--- src/rtl/gregorian_day_number_converter_assert.svh ---
// ----------------------------------------------------------------------------
// Gregorian day number converter assertion macros
// Concurrent checks shared by the converter RTL, one macro per check shape.
// ----------------------------------------------------------------------------
`ifndef GREGORIAN_DAY_NUMBER_CONVERTER_ASSERT_SVH
`define GREGORIAN_DAY_NUMBER_CONVERTER_ASSERT_SVH

// Checks that expr holds in the same cycle as cond.
`define GDNC_ASSERT_IMPLY(label, clk, rst, cond, expr) \
   label: assert property (@(posedge clk) disable iff (rst) (cond) |-> (expr)) \
      else $error("gdnc: same-cycle check failed");

// Checks that expr holds after cond, delayed by the macro argument n.
`define GDNC_ASSERT_AFTER(label, clk, rst, cond, n, expr) \
   label: assert property (@(posedge clk) disable iff (rst) (cond) |-> ##(n) (expr)) \
      else $error("gdnc: delayed check failed");

`endif

--- src/rtl/gdnc_pkg.sv ---
// ----------------------------------------------------------------------------
// Gregorian day number converter package
// Types, calendar constants and small tables for the day number pipeline.
// ----------------------------------------------------------------------------
`timescale 1ns / 1ps

package gdnc_pkg;

   typedef enum logic [1:0] {
      OP_TO_DAYS  = 2'd0,
      OP_TO_DATE  = 2'd1,
      OP_ADD_DAYS = 2'd2,
      OP_DIFF     = 2'd3
   } op_type;

   localparam logic CSR_EPOCH = 1'b0;

   localparam int unsigned RSP_DELAY = 13;

   localparam logic [21:0] EPOCH_RESET = 22'd2440588;

   localparam logic signed [14:0] YEAR_MIN = -15'sd4799;
   localparam logic signed [14:0] YEAR_MAX = 15'sd9999;
   localparam logic [15:0] YEAR_BIAS = 16'd4800;

   localparam logic [15:0] JDN_BIAS = 16'd32045;
   localparam logic [15:0] JUL_BIAS = 16'd32044;
   localparam logic signed [24:0] JDN_LO = -25'sd31738;
   localparam logic signed [24:0] JDN_HI = 25'sd5373484;

   localparam logic signed [25:0] CNT_MAX = 26'sd8388607;
   localparam logic signed [25:0] CNT_MIN = -26'sd8388608;

   localparam int unsigned DIV100_SHIFT = 24;
   localparam logic [17:0] DIV100_RECIP =
      18'(((64'd1 << DIV100_SHIFT) + 64'd99) / 64'd100);

   localparam logic [17:0] ERA_DAYS = 18'd146097;
   localparam int unsigned ERA_SHIFT = 41;
   localparam logic [23:0] ERA_RECIP =
      24'(((64'd1 << ERA_SHIFT) + 64'd146096) / 64'd146097);

   localparam logic [15:0] CENT_DAYS = 16'd36524;

   localparam logic [10:0] QUAD_DAYS = 11'd1461;
   localparam int unsigned QUAD_SHIFT = 26;
   localparam logic [15:0] QUAD_RECIP =
      16'(((64'd1 << QUAD_SHIFT) + 64'd1460) / 64'd1461);

   localparam logic [8:0] YEAR_DAYS = 9'd365;

   localparam int unsigned MONTH_SPAN = 153;
   localparam logic [11:0] MONTH_NUM_BIAS = 12'd308;

   typedef struct packed {
      logic       ok;
      logic [13:0] yp;
      logic [8:0]  md;
   } date_type;

   typedef struct packed {
      logic        ok;
      logic [7:0]  q100;
      logic [22:0] base;
   } jsum_type;

   typedef struct packed {
      op_type      op;
      logic        bad;
      logic        lo;
      logic        hi;
      logic [23:0] count;
      logic        earlier;
      logic        same;
   } ctl_type;

   typedef struct packed {
      logic [5:0] era;
      logic [1:0] cent;
      logic [4:0] quad;
      logic [1:0] yr;
   } civ_type;

   // Day offset of a month counted from March, (153 * m + 2) / 5.
   function automatic logic [8:0] march_offset(input logic [3:0] mp);
      logic [8:0] r;
      unique case (mp)
         4'd0:    r = 9'd0;
         4'd1:    r = 9'd31;
         4'd2:    r = 9'd61;
         4'd3:    r = 9'd92;
         4'd4:    r = 9'd122;
         4'd5:    r = 9'd153;
         4'd6:    r = 9'd184;
         4'd7:    r = 9'd214;
         4'd8:    r = 9'd245;
         4'd9:    r = 9'd275;
         4'd10:   r = 9'd306;
         4'd11:   r = 9'd337;
         default: r = 9'd0;
      endcase
      return r;
   endfunction

   // Range check and March-based year and month offsets of one date.
   function automatic date_type prep_date(input logic [3:0] mon, input logic [4:0] dom,
                                          input logic signed [14:0] yr);
      logic             early;
      logic signed [15:0] ys;
      logic [3:0]       mp;
      date_type         r;
      early = (mon <= 4'd2);
      ys = $signed({yr[14], yr}) + $signed(YEAR_BIAS) - $signed({15'd0, early});
      mp = early ? (mon + 4'd9) : (mon - 4'd3);
      r.ok = (mon >= 4'd1) && (mon <= 4'd12) && (dom != 5'd0) &&
             (yr >= YEAR_MIN) && (yr <= YEAR_MAX);
      r.yp = ys[13:0];
      r.md = 9'(dom) + march_offset(mp);
      return r;
   endfunction

endpackage

--- src/rtl/gregorian_day_number_converter.sv ---
// ----------------------------------------------------------------------------
// Gregorian day number converter
// Pipelined proleptic Gregorian date arithmetic on Julian day numbers.
// ----------------------------------------------------------------------------
// A word is accepted on the req ports at a rising edge with start high and
// busy low; busy is always low, so one word may enter in every cycle.
// Each word gives one result word on the rsp ports, marked by rsp_valid for
// exactly one cycle. rsp_valid rises in the same cycle as the result word
// appears on the rsp ports; throughput is one word per cycle. A word passes
// through thirteen register stages: date offsets, the century divide, day
// number assembly, operand select, range and count saturation, and the era,
// century, four-year, year and month steps of the day number to date
// conversion, the last being the output register.
// The receiver cannot stall, so results never wait.
// The epoch offset lives at byte address 0 of the APB-style port and is to be
// written by the user only while no word is in flight; the block does not enforce it.
// Synchronous reset empties the pipeline and restores the epoch offset.
// ----------------------------------------------------------------------------
`timescale 1ns / 1ps
`include "gregorian_day_number_converter_assert.svh"

module gregorian_day_number_converter (
   input  logic               clock,
   input  logic               reset,
   input  logic               start,
   output logic               busy,
   input  logic [1:0]         req_opcode,
   input  logic [3:0]         req_month,
   input  logic [4:0]         req_day,
   input  logic signed [14:0] req_year,
   input  logic signed [22:0] req_day_count_in,
   input  logic [3:0]         req_month_b,
   input  logic [4:0]         req_day_b,
   input  logic signed [14:0] req_year_b,
   output logic               rsp_valid,
   output logic signed [23:0] rsp_day_count_out,
   output logic [3:0]         rsp_month_out,
   output logic [4:0]         rsp_day_out,
   output logic signed [14:0] rsp_year_out,
   output logic               rsp_earlier,
   output logic               rsp_same_date,
   output logic               rsp_invalid,
   input  logic               psel,
   input  logic               penable,
   input  logic               pwrite,
   input  logic [2:0]         paddr,
   input  logic [31:0]        pwdata,
   output logic [31:0]        prdata,
   output logic               pready
);

   logic [21:0] epoch_ff, epoch_in;
   logic [12:0] valid_ff, valid_in;

   gdnc_pkg::op_type   s1_op_ff, s1_op_in;
   logic signed [22:0] s1_cnt_ff, s1_cnt_in;
   gdnc_pkg::date_type s1_a_ff, s1_a_in, s1_b_ff, s1_b_in;

   gdnc_pkg::op_type   s2_op_ff;
   logic signed [22:0] s2_cnt_ff;
   gdnc_pkg::jsum_type s2_a_ff, s2_a_in, s2_b_ff, s2_b_in;

   gdnc_pkg::op_type   s3_op_ff;
   logic signed [22:0] s3_cnt_ff;
   logic               s3_oka_ff, s3_okb_ff;
   logic signed [24:0] s3_ja_ff, s3_ja_in, s3_jb_ff, s3_jb_in;

   gdnc_pkg::op_type   s4_op_ff;
   logic signed [22:0] s4_cnt_ff;
   logic               s4_bad_ff, s4_bad_in;
   logic signed [24:0] s4_j_ff, s4_j_in;
   logic [23:0]        s4_diff_ff, s4_diff_in;

   gdnc_pkg::ctl_type  s5_ctl_ff, s5_ctl_in;
   logic [22:0]        s5_jul_ff, s5_jul_in;

   gdnc_pkg::ctl_type  s6_ctl_ff;
   logic [22:0]        s6_jul_ff;
   logic [5:0]         s6_era_ff, s6_era_in;

   gdnc_pkg::ctl_type  s7_ctl_ff;
   logic [5:0]         s7_era_ff;
   logic [17:0]        s7_dg_ff, s7_dg_in;

   gdnc_pkg::ctl_type  s8_ctl_ff;
   gdnc_pkg::civ_type  s8_civ_ff, s8_civ_in;
   logic [15:0]        s8_dc_ff, s8_dc_in;

   gdnc_pkg::ctl_type  s9_ctl_ff;
   gdnc_pkg::civ_type  s9_civ_ff, s9_civ_in;
   logic [15:0]        s9_dc_ff;

   gdnc_pkg::ctl_type  s10_ctl_ff;
   gdnc_pkg::civ_type  s10_civ_ff;
   logic [10:0]        s10_db_ff, s10_db_in;

   gdnc_pkg::ctl_type  s11_ctl_ff;
   gdnc_pkg::civ_type  s11_civ_ff, s11_civ_in;
   logic [8:0]         s11_dd_ff, s11_dd_in;

   gdnc_pkg::ctl_type  s12_ctl_ff;
   gdnc_pkg::civ_type  s12_civ_ff;
   logic [8:0]         s12_dd_ff;
   logic [3:0]         s12_m_ff, s12_m_in;

   logic signed [23:0] rsp_count_ff, rsp_count_in;
   logic [3:0]         rsp_month_ff, rsp_month_in;
   logic [4:0]         rsp_day_ff, rsp_day_in;
   logic signed [14:0] rsp_year_ff, rsp_year_in;
   logic               rsp_earlier_ff, rsp_earlier_in;
   logic               rsp_same_ff, rsp_same_in;
   logic               rsp_invalid_ff, rsp_invalid_in;

   logic        csr_write;
   logic [31:0] s2_pa, s2_pb;
   logic [46:0] s6_prod;
   logic [31:0] s9_prod;
   logic signed [25:0] s5_rel;
   logic [23:0] s5_sat;
   logic [11:0] s12_num;
   logic [15:0] s13_ysum;
   logic [3:0]  s13_month;
   logic [4:0]  s13_day;
   logic [14:0] s13_year;

   assign busy   = 1'b0;
   assign pready = 1'b1;

   assign csr_write = psel && penable && pwrite && (paddr[2] == gdnc_pkg::CSR_EPOCH);
   assign epoch_in  = csr_write ? pwdata[21:0] : epoch_ff;
   assign prdata    = (paddr[2] == gdnc_pkg::CSR_EPOCH) ? {10'd0, epoch_ff} : 32'd0;

   assign valid_in = {valid_ff[11:0], start && !busy};

   always_comb begin
      s1_op_in  = gdnc_pkg::op_type'(req_opcode);
      s1_cnt_in = req_day_count_in;
      s1_a_in   = gdnc_pkg::prep_date(req_month, req_day, req_year);
      s1_b_in   = gdnc_pkg::prep_date(req_month_b, req_day_b, req_year_b);
   end

   always_comb begin
      s2_pa = {18'd0, s1_a_ff.yp} * {14'd0, gdnc_pkg::DIV100_RECIP};
      s2_pb = {18'd0, s1_b_ff.yp} * {14'd0, gdnc_pkg::DIV100_RECIP};
      s2_a_in.ok   = s1_a_ff.ok;
      s2_a_in.q100 = s2_pa[31:24];
      s2_a_in.base = 23'(s1_a_ff.md) + 23'(s1_a_ff.yp) * 23'(gdnc_pkg::YEAR_DAYS) +
                     23'(s1_a_ff.yp[13:2]);
      s2_b_in.ok   = s1_b_ff.ok;
      s2_b_in.q100 = s2_pb[31:24];
      s2_b_in.base = 23'(s1_b_ff.md) + 23'(s1_b_ff.yp) * 23'(gdnc_pkg::YEAR_DAYS) +
                     23'(s1_b_ff.yp[13:2]);
   end

   always_comb begin
      s3_ja_in = $signed({2'd0, s2_a_ff.base}) - $signed({17'd0, s2_a_ff.q100}) +
                 $signed({19'd0, s2_a_ff.q100[7:2]}) - $signed({9'd0, gdnc_pkg::JDN_BIAS});
      s3_jb_in = $signed({2'd0, s2_b_ff.base}) - $signed({17'd0, s2_b_ff.q100}) +
                 $signed({19'd0, s2_b_ff.q100[7:2]}) - $signed({9'd0, gdnc_pkg::JDN_BIAS});
   end

   always_comb begin
      unique case (s3_op_ff)
         gdnc_pkg::OP_TO_DATE: begin
            s4_j_in   = $signed({{2{s3_cnt_ff[22]}}, s3_cnt_ff}) + $signed({3'd0, epoch_ff});
            s4_bad_in = 1'b0;
         end
         gdnc_pkg::OP_ADD_DAYS: begin
            s4_j_in   = s3_ja_ff + $signed({{2{s3_cnt_ff[22]}}, s3_cnt_ff});
            s4_bad_in = !s3_oka_ff;
         end
         gdnc_pkg::OP_DIFF: begin
            s4_j_in   = s3_ja_ff;
            s4_bad_in = !(s3_oka_ff && s3_okb_ff);
         end
         gdnc_pkg::OP_TO_DAYS: begin
            s4_j_in   = s3_ja_ff;
            s4_bad_in = !s3_oka_ff;
         end
         default: begin
            s4_j_in   = s3_ja_ff;
            s4_bad_in = 1'b1;
         end
      endcase
      s4_diff_in = s3_ja_ff[23:0] - s3_jb_ff[23:0];
   end

   always_comb begin
      s5_rel = $signed({s4_j_ff[24], s4_j_ff}) - $signed({4'd0, epoch_ff});
      priority if (s5_rel > gdnc_pkg::CNT_MAX) begin
         s5_sat = 24'h7FFFFF;
      end else if (s5_rel < gdnc_pkg::CNT_MIN) begin
         s5_sat = 24'h800000;
      end else begin
         s5_sat = s5_rel[23:0];
      end
      s5_ctl_in.op      = s4_op_ff;
      s5_ctl_in.bad     = s4_bad_ff;
      s5_ctl_in.lo      = s4_j_ff < gdnc_pkg::JDN_LO;
      s5_ctl_in.hi      = s4_j_ff > gdnc_pkg::JDN_HI;
      s5_ctl_in.earlier = !s4_bad_ff && (s4_op_ff == gdnc_pkg::OP_DIFF) && s4_diff_ff[23];
      s5_ctl_in.same    = !s4_bad_ff && (s4_op_ff == gdnc_pkg::OP_DIFF) &&
                          (s4_diff_ff == 24'd0);
      priority if (s4_bad_ff) begin
         s5_ctl_in.count = 24'd0;
      end else if (s4_op_ff == gdnc_pkg::OP_TO_DATE) begin
         s5_ctl_in.count = {s4_cnt_ff[22], s4_cnt_ff};
      end else if (s4_op_ff == gdnc_pkg::OP_DIFF) begin
         s5_ctl_in.count = s4_diff_ff;
      end else begin
         s5_ctl_in.count = s5_sat;
      end
      s5_jul_in = s4_j_ff[22:0] + 23'(gdnc_pkg::JUL_BIAS);
   end

   always_comb begin
      s6_prod   = {24'd0, s5_jul_ff} * {23'd0, gdnc_pkg::ERA_RECIP};
      s6_era_in = s6_prod[46:41];
   end

   assign s7_dg_in = 18'(s6_jul_ff - 23'(s6_era_ff) * 23'(gdnc_pkg::ERA_DAYS));

   always_comb begin
      s8_civ_in.era  = s7_era_ff;
      s8_civ_in.cent = 2'(s7_dg_ff >= 18'(gdnc_pkg::CENT_DAYS)) +
                       2'(s7_dg_ff >= 18'(gdnc_pkg::CENT_DAYS) * 18'd2) +
                       2'(s7_dg_ff >= 18'(gdnc_pkg::CENT_DAYS) * 18'd3);
      s8_civ_in.quad = 5'd0;
      s8_civ_in.yr   = 2'd0;
      s8_dc_in = 16'(s7_dg_ff - 18'(s8_civ_in.cent) * 18'(gdnc_pkg::CENT_DAYS));
   end

   always_comb begin
      s9_prod        = {16'd0, s8_dc_ff} * {16'd0, gdnc_pkg::QUAD_RECIP};
      s9_civ_in      = s8_civ_ff;
      s9_civ_in.quad = s9_prod[30:26];
   end

   assign s10_db_in = 11'(s9_dc_ff - 16'(s9_civ_ff.quad) * 16'(gdnc_pkg::QUAD_DAYS));

   always_comb begin
      s11_civ_in    = s10_civ_ff;
      s11_civ_in.yr = 2'(s10_db_ff >= 11'(gdnc_pkg::YEAR_DAYS)) +
                      2'(s10_db_ff >= 11'(gdnc_pkg::YEAR_DAYS) * 11'd2) +
                      2'(s10_db_ff >= 11'(gdnc_pkg::YEAR_DAYS) * 11'd3);
      s11_dd_in = 9'(s10_db_ff - 11'(s11_civ_in.yr) * 11'(gdnc_pkg::YEAR_DAYS));
   end

   always_comb begin
      s12_num  = 12'(s11_dd_ff) * 12'd5 + gdnc_pkg::MONTH_NUM_BIAS;
      s12_m_in = 4'd0;
      for (int k = 1; k <= 11; k++) begin
         s12_m_in = s12_m_in + 4'(s12_num >= 12'(gdnc_pkg::MONTH_SPAN * (k + 2)));
      end
   end

   always_comb begin
      s13_ysum = 16'(s12_civ_ff.era) * 16'd400 + 16'(s12_civ_ff.cent) * 16'd100 +
                 16'(s12_civ_ff.quad) * 16'd4 + 16'(s12_civ_ff.yr);
      s13_year = 15'(s13_ysum - gdnc_pkg::YEAR_BIAS + 16'(s12_m_ff >= 4'd10));
      s13_month = (s12_m_ff >= 4'd10) ? (s12_m_ff - 4'd9) : (s12_m_ff + 4'd3);
      s13_day = 5'(s12_dd_ff - gdnc_pkg::march_offset(s12_m_ff) + 9'd1);

      rsp_count_in   = s12_ctl_ff.count;
      rsp_earlier_in = s12_ctl_ff.earlier;
      rsp_same_in    = s12_ctl_ff.same;
      priority if (s12_ctl_ff.bad) begin
         rsp_month_in   = 4'd0;
         rsp_day_in     = 5'd0;
         rsp_year_in    = 15'sd0;
         rsp_invalid_in = 1'b1;
      end else if (s12_ctl_ff.op == gdnc_pkg::OP_DIFF) begin
         rsp_month_in   = 4'd0;
         rsp_day_in     = 5'd0;
         rsp_year_in    = 15'sd0;
         rsp_invalid_in = 1'b0;
      end else if (s12_ctl_ff.lo) begin
         rsp_month_in   = 4'd1;
         rsp_day_in     = 5'd1;
         rsp_year_in    = gdnc_pkg::YEAR_MIN;
         rsp_invalid_in = 1'b1;
      end else if (s12_ctl_ff.hi) begin
         rsp_month_in   = 4'd12;
         rsp_day_in     = 5'd31;
         rsp_year_in    = gdnc_pkg::YEAR_MAX;
         rsp_invalid_in = 1'b1;
      end else begin
         rsp_month_in   = s13_month;
         rsp_day_in     = s13_day;
         rsp_year_in    = $signed(s13_year);
         rsp_invalid_in = 1'b0;
      end
   end

   always_ff @(posedge clock) begin
      if (reset) begin
         epoch_ff <= gdnc_pkg::EPOCH_RESET;
         valid_ff <= '0;
      end else begin
         epoch_ff <= epoch_in;
         valid_ff <= valid_in;
      end
   end

   always_ff @(posedge clock) begin
      s1_op_ff  <= s1_op_in;
      s1_cnt_ff <= s1_cnt_in;
      s1_a_ff   <= s1_a_in;
      s1_b_ff   <= s1_b_in;

      s2_op_ff  <= s1_op_ff;
      s2_cnt_ff <= s1_cnt_ff;
      s2_a_ff   <= s2_a_in;
      s2_b_ff   <= s2_b_in;

      s3_op_ff  <= s2_op_ff;
      s3_cnt_ff <= s2_cnt_ff;
      s3_oka_ff <= s2_a_ff.ok;
      s3_okb_ff <= s2_b_ff.ok;
      s3_ja_ff  <= s3_ja_in;
      s3_jb_ff  <= s3_jb_in;

      s4_op_ff   <= s3_op_ff;
      s4_cnt_ff  <= s3_cnt_ff;
      s4_bad_ff  <= s4_bad_in;
      s4_j_ff    <= s4_j_in;
      s4_diff_ff <= s4_diff_in;

      s5_ctl_ff <= s5_ctl_in;
      s5_jul_ff <= s5_jul_in;

      s6_ctl_ff <= s5_ctl_ff;
      s6_jul_ff <= s5_jul_ff;
      s6_era_ff <= s6_era_in;

      s7_ctl_ff <= s6_ctl_ff;
      s7_era_ff <= s6_era_ff;
      s7_dg_ff  <= s7_dg_in;

      s8_ctl_ff <= s7_ctl_ff;
      s8_civ_ff <= s8_civ_in;
      s8_dc_ff  <= s8_dc_in;

      s9_ctl_ff <= s8_ctl_ff;
      s9_civ_ff <= s9_civ_in;
      s9_dc_ff  <= s8_dc_ff;

      s10_ctl_ff <= s9_ctl_ff;
      s10_civ_ff <= s9_civ_ff;
      s10_db_ff  <= s10_db_in;

      s11_ctl_ff <= s10_ctl_ff;
      s11_civ_ff <= s11_civ_in;
      s11_dd_ff  <= s11_dd_in;

      s12_ctl_ff <= s11_ctl_ff;
      s12_civ_ff <= s11_civ_ff;
      s12_dd_ff  <= s11_dd_ff;
      s12_m_ff   <= s12_m_in;

      rsp_count_ff   <= rsp_count_in;
      rsp_month_ff   <= rsp_month_in;
      rsp_day_ff     <= rsp_day_in;
      rsp_year_ff    <= rsp_year_in;
      rsp_earlier_ff <= rsp_earlier_in;
      rsp_same_ff    <= rsp_same_in;
      rsp_invalid_ff <= rsp_invalid_in;
   end

   assign rsp_valid         = valid_ff[12];
   assign rsp_day_count_out = rsp_count_ff;
   assign rsp_month_out     = rsp_month_ff;
   assign rsp_day_out       = rsp_day_ff;
   assign rsp_year_out      = rsp_year_ff;
   assign rsp_earlier       = rsp_earlier_ff;
   assign rsp_same_date     = rsp_same_ff;
   assign rsp_invalid       = rsp_invalid_ff;

   `GDNC_ASSERT_AFTER(a_word_latency, clock, reset, start && !busy, gdnc_pkg::RSP_DELAY, rsp_valid)
   `GDNC_ASSERT_IMPLY(a_diff_has_no_date, clock, reset, rsp_valid && (rsp_earlier || rsp_same_date), (rsp_month_out == 4'd0) && !rsp_invalid && !(rsp_earlier && rsp_same_date))
   `GDNC_ASSERT_IMPLY(a_date_in_range, clock, reset, rsp_valid && !rsp_invalid && (rsp_month_out != 4'd0), (rsp_month_out <= 4'd12) && (rsp_day_out != 5'd0))

endmodule

--- config.mk ---
export PLATFORM = sky130hd
export DESIGN_NAME = gregorian_day_number_converter
export DESIGN_NICKNAME = d
export VERILOG_FILES = /design/src/rtl/gdnc_pkg.sv /design/src/rtl/gregorian_day_number_converter.sv
export VERILOG_INCLUDE_DIRS = /design/src /design/src/rtl
export SDC_FILE = /design/constraint.sdc
export NUM_CORES = 2
export LEC_CHECK = 0
export ABC_CLOCK_PERIOD_IN_PS = 7700
export BUFFER_PORTS_ARGS = -buffer_cell sky130_fd_sc_hd__buf_2
export CORE_UTILIZATION = 45
export CTS_CLUSTER_DIAMETER = 100
export CTS_CLUSTER_SIZE = 8
export DETAILED_ROUTE_END_ITERATION = 12
export PLACE_DENSITY = 0.63
export SYNTH_ARGS = -nofsm -noshare
export SYNTH_HDL_FRONTEND = slang
export SYNTH_SLANG_ARGS = --single-unit
--- constraint.sdc ---
create_clock -name clock -period 7.7 [get_ports clock]
set_clock_uncertainty 0.1 [all_clocks]
set_input_delay 1.155 -clock clock [delete_from_list [all_inputs] [get_ports clock]]
set_output_delay 1.155 -clock clock [all_outputs]
set_load 0.01 [all_outputs]
## Word-level counts from Yosys, hierarchy flattened

Memory sizes are Yosys's and may differ from the RTL's. A register that Yosys moved wholly into a read port is not among the register bits.
Cells that the tools add are included.

- Flip-flop bits (word level): 838
- Bits in read-only memories: 432
- Output and inout bits: 86
- Word-level logic and storage cells: 278
- Memories kept: 3

Memory list:

| name | depth | bits a word | rd ports | clocked after Yosys merged registers in | write ports | line | source |
|---|---|---|---|---|---|---|---|
| (name not given) | 16 | 9 | 1 | 1 | 0 | gdnc_pkg.sv:87 | `unique case (mp)` |
| (name not given) | 16 | 9 | 1 | 0 | 0 | gdnc_pkg.sv:87 |  |
| (name not given) | 16 | 9 | 1 | 0 | 0 | gdnc_pkg.sv:87 |  |

- Add/sub/neg operators: 53
- $mul: 13
- Order comparisons: 32
- Equal/unequal tests: 6
- Mux-type cells: 19
- Bitwise gates (word level): 1
- Reduce and logical (&&, ||, !) cells: 27

Operator list:

| cell | count |
|---|---|
| 2-to-1 mux 24 bit | 4 |
| greater-or-equal comparator 12 x 11 -> 1 bit (second input constant) | 7 |
| case mux 25 bit (3 select lines) | 1 |
| multiplier 14 x 18 -> 32 bit (second input constant) | 2 |
| subtractor 23 x 8 -> 24 bit | 2 |
| multiplier 23 x 24 -> 47 bit (second input constant) | 1 |
| adder 23 x 12 -> 23 bit | 2 |
| adder 9 x 23 -> 23 bit | 2 |
| multiplier 14 x 9 -> 23 bit (second input constant) | 2 |
| greater-or-equal comparator 12 x 10 -> 1 bit (second input constant) | 3 |
| greater-or-equal comparator 18 x 17 -> 1 bit (second input constant) | 2 |
| greater-or-equal comparator 15 x 14 -> 1 bit (second input constant) | 2 |
| less-or-equal comparator 15 bit (second input constant) | 2 |
| multiplier 16 x 15 -> 30 bit (second input constant) | 1 |
| 2-to-1 mux 15 bit | 2 |
| adder 14 bit (second input constant) | 2 |
| adder 4 x 1 -> 4 bit | 7 |
| subtractor 14 x 2 -> 14 bit | 2 |
| greater-than comparator 26 x 24 -> 1 bit (second input constant) | 1 |
| < comparator 26 x 24 -> 1 bit (second input constant) | 1 |
| subtractor 25 x 23 -> 26 bit | 1 |
| adder 24 x 7 -> 25 bit | 1 |
| adder 25 x 23 -> 25 bit | 1 |
| greater-than comparator 25 x 24 -> 1 bit (second input constant) | 1 |
| 60 further kinds | 99 |

## Logic depth before layout (Yosys ltp)

- Word-level depth: 13
- Mapped depth: 26
- Mapped depth without buffers: 26

## Least setup slack after synthesis

Ideal clock, no wire load.

- Path type: register to register
- Start: register s11_dd_ff[1]
- End: register (tool-made name)
- Library setup time: 0.131 ns
- Data arrival time: 6.060 ns
- Required time: 7.469 ns
- Path slack: 1.409 ns
- Stages on the path, launching flop included: 24
- Clock period less this slack: 6.291 ns
- Cell sequence: dfxtp_1 -> ha_1 -> fa_1 -> ha_1 -> a21o_1 -> a21oi_1 -> o21bai_1 -> a21oi_1 -> o21bai_1 -> a21oi_1 -> xor2_1 -> nand2_1 -> a311oi_1 -> fa_1 -> fa_1 -> fa_1 -> inv_1 -> fa_1 -> inv_1 -> fa_1 -> ha_1 -> nor2_1 -> a21oi_1 -> o21ai_0

RTL lines:

| element | line | source |
|---|---|---|
| start, declared | gregorian_day_number_converter.sv:99 | `logic [8:0] s11_dd_ff, s11_dd_in;` |
| start signal, assigned | gregorian_day_number_converter.sv:354 | `s11_dd_ff <= s11_dd_in;` |

## Worst setup path after layout

- Start: register s5_jul_ff[21]
- End: register s6_era_ff[5]

- Word-level cells in the longest chain between the ends: 1

RTL lines:

| element | line | source |
|---|---|---|
| start, declared | gregorian_day_number_converter.sv:75 | `logic [22:0] s5_jul_ff, s5_jul_in;` |
| start signal, assigned | gregorian_day_number_converter.sv:330 | `s5_jul_ff <= s5_jul_in;` |
| multiplier 23 x 24 -> 47 bit | gregorian_day_number_converter.sv:217 | `s6_prod = {24'd0, s5_jul_ff} * {23'd0, gdnc_pkg::ERA_RECIP};` |
| named net s6_prod[46] | gregorian_day_number_converter.sv:116 | `logic [46:0] s6_prod;` |
| end signal, assigned | gregorian_day_number_converter.sv:334 | `s6_era_ff <= s6_era_in;` |
| end, declared | gregorian_day_number_converter.sv:79 | `logic [5:0] s6_era_ff, s6_era_in;` |

The timed path passes the listed nets, and every way through them passes these cells.
A chain may end at the register's enable or synchronous reset.

==> metrics.md <==
| Metric | Value |
|---|---|
| Vias in the first global route | 43200 |
| Area post-placement | 66200 sq um |
| Most common cell after layout, fill and taps aside | inv_1 |
| Vias per inst | 5.00 |
| Sum Neg Setup Slack | 0 ns |
| Area of the core | 139000 sq um |
| GRT Util Overall | 0.199 |
| Top Metal Used | met5 |
| Worst r2r dst | s6_era_ff[5]$_DFF_P_ |
| Worst EP required | 8.19 ns |
| Yosys Warn Count | 0 |
| Die Y | 377 um |
| Slew @ Worst Pin | 1.02 ns |
| RR Startpoint | s5_jul_ff[21]$_DFF_P_ |
| Maxcap violations | 0 |
| Inserted Clock Buffers | 118 |
| Synthesized area | 63100 sq um |
| Final WL | 138 mm |
| Top_reg_cell synth | dfxtp_1 |
| Crit-path slowest cell | dfxtp_1 |
| Num rows | 137 |
| Synthesis-stage register bit count | 843 |
| CTS clk-pin slew, worst paths | 0.05 ns |
| Startpoint Class | flip-flop |
| Synth-to-Final Area Change | 10.1% |
| Avg Inst Size Synth | 10.3 sq um |
| Min Hold Slack | 0.143 ns |
| CP cell instances | inv_1, ha_1, fa_1, inv_1, fa_1, inv_1, fa_1, fa_1, inv_1, fa_1, inv_1, fa_1, inv_1, ha_1, and3_1, nand3_1, nor4_1, o21ai_0, o211ai_1, o21ai_0, o31ai_1, a21oi_1, xnor2_1 |
| Worst hold start | s2_cnt_ff[3]$_DFF_P_ |
| Worst Reg-to-Reg Cells | 23 |
| Family with the most delay on the worst path | adder cells |
| Met3 routed WL | 7.34 mm |
| Layout Utilization | 0.498 |
| Initial Util | 0.453 |
| R2r setup slk | 0.54 ns |
| Largest net degree at the start of global routing | 38 |
| Port-buffer cells | 175 |
| Max Fclk | 140 MHz |
| Routed len/inst | 16.6 um |
| Post-synth EDFFs | 0 |
| Routed Antenna Nets | 0 |
| Post-DP HPWL | 116 mm |
| Antenna violations before repair | 9 |
| Die area | 142000 sq um |
| Crit. End Element | flip-flop |
| Synth async-reset ratio | 0 |
| Post-CTS setup buffer count | 0 |
| Final setup fails | 0 |
| Wl on met1 | 63.9 mm |
| CTS Root Cell | clkbuf_16 |
| FILL cells | 12700 |
| Final worst path period share | 0.930 |
| CP max stage delay | 0.57 ns |
| Hold path endpoint | s3_cnt_ff[3]$_DFF_P_ |
| Worst Hold Class | flip-flop to flip-flop |
| Critical Setup Path Class | flip-flop to flip-flop |
| First-pass iteration count of the detailed router | 5 |
| Share of layout cells above drive strength 1 | 0.0559 |
| Hold path cells | 0 |
| Arr. time, crit path | 7.65 ns |
| Via count | 41400 |
| Grt ovf | 0 |
| CP max FO | 8 |
| RSZ-0062 raised after global routing | false |
| DRT iter0 DRCs | 2032 |
| GP Congestion | 0.933 |
| Buf/Inv on CP | 6 |
| Synthesized netlist cell count | 6125 |
| Most frequent cells in the layout | inv_1 (1269), ha_1 (1140), dfxtp_1 (843), fa_1 (678), nor2_1 (278) |
| Die width | 377 um |
| Post-CTS sizing | 0 |
| First-pass GRT wire length | 224 mm |
| Met2 wire len | 62.9 mm |
| Hold Vio Cnt, Final | 0 |
| Seq/Total Area, Yosys | 0.267 |
| Post-layout min period | 7.16 ns |
| H-tree depth | 3 |
| Fin area | 69500 sq um |
| Distinct cell type count of the synthesized netlist | 77 |
| DRC | 0 |
| CTS tree | yes |
| Status | finished, final reports clean |
| Clock sinks | 843 |
| CTS Hold Bufs | 0 |
| Max-slew violation count | 0 |
| Max-slew headroom | 0.320 |
| Skew-Pair Late Insertion Delay | 0.72 ns |
| Final #Nets | 8317 |
| Ports | 200 |
| CTS Buffer Depth | 3 |
[registers in the layout (all words and copies together) (netlist names), 24 cells and up, named ones only]
name	count
rsp_count_in	24
s4_j_ff	25
s7_ctl_ff	31
s5_ctl_ff	31
s2_b_ff	32
s8_ctl_ff	31
s6_ctl_ff	31
s10_ctl_ff	31
s3_ja_ff	25
s3_jb_ff	24
s2_a_ff	32
s4_diff_ff	24
s9_ctl_ff	31
s1_b_ff	24
rsp_day_count_out	24
s11_ctl_ff	31
s1_a_ff	24
[routing by layer]
metal,vias up,GRT usage
met5,-,0
met4,4,0.0578
met3,194,0.0337
met2,925,0.325
met1,19800,0.269
li1,20400,-
[worst max path at each step]
stage | to | start | cells past startpoint
global placement | s6_era_ff[5]$_DFF_P_ | s5_jul_ff[21]$_DFF_P_ | 23
floorplan | flip-flop | s11_dd_ff[1]$_DFF_P_ | 23
global route | s6_era_ff[5]$_DFF_P_ | s5_jul_ff[21]$_DFF_P_ | 23
detailed placement | s6_era_ff[5]$_DFF_P_ | s5_jul_ff[21]$_DFF_P_ | 23
finish | s6_era_ff[5]$_DFF_P_ | s5_jul_ff[21]$_DFF_P_ | 23
CTS | s6_era_ff[5]$_DFF_P_ | s5_jul_ff[21]$_DFF_P_ | 23
[synthesized netlist by cell type (33+ instances only)]
cell type | n | share of area
nor2b_1 | 56 | 0.0056
ha_1 | 1140 | 0.23
a211oi_1 | 43 | 0.0051
nor3_1 | 80 | 0.0063
o21a_1 | 69 | 0.0082
dfxtp_1 | 843 | 0.27
xor2_1 | 106 | 0.015
nand2b_1 | 45 | 0.0045
fa_1 | 678 | 0.22
a21oi_1 | 265 | 0.021
a221oi_1 | 33 | 0.0046
a21o_1 | 114 | 0.014
nor2_1 | 278 | 0.017
xnor2_1 | 230 | 0.032
o21ai_0 | 143 | 0.011
inv_1 | 1269 | 0.075
clkbuf_1 | 44 | 0.0026
nand3_1 | 48 | 0.0038
nand2_1 | 185 | 0.011
o21bai_1 | 41 | 0.0049
[worst reg2reg max path: cells and delay by family, from the launching register on]
| family | cells | cell delay, ns |
|---|---|---|
| flip-flops | 1 | 0.57 |
| XOR/XNOR | 1 | 0.14 |
| AND/OR/NAND/NOR | 3 | 0.50 |
| adder cells (fa/ha/maj) | 8 | 3.94 |
| buffers and inverters | 6 | 0.39 |
| AO/OA/AOI/OAI | 5 | 1.36 |
[metrics by stage]
step | setup slack, ns | cells
2_1_floorplan | 1.41 | 6135
3_3_place_gp | 0.582 | 8141
3_5_place_dp | 0.532 | 8141
4_1_cts | 0.469 | 8276
5_1_grt | 0.109 | 8276
6_report | 0.541 | 8278
[cell type report]
cell class	instances	area, sq um	share of cell area
antenna	2	5.00	0.0000721
tap	1876	2350	0.0338
multi-input combinational	3962	41200	0.594
clock inverter	12	260	0.00375
clock buffer	123	2970	0.0428
timing repair buffer	191	996	0.0143
inverter	1269	4760	0.0686
sequential	843	16900	0.243
[logic make-up (layout without fill, tap and decap cells)]
kind of cell               after synthesis  after routing  share of synthesized area
and+or+nand+nor                        826            826                     0.0626
buffers and inverters                 1330           1595                     0.0799
xor gates and xnor gates               336            336                     0.0466
other                                    2             14                   0.000119
AOI/OAI and AO/OA                      944            944                     0.0982
muxes                                   26             26                    0.00414
adders and majority gates             1818           1818                      0.441
DFF                                    843            843                      0.267
Power is left out: the tool's default activity adds up to more than one toggle a clock period on the data nets, which glitch-free logic cannot reach.
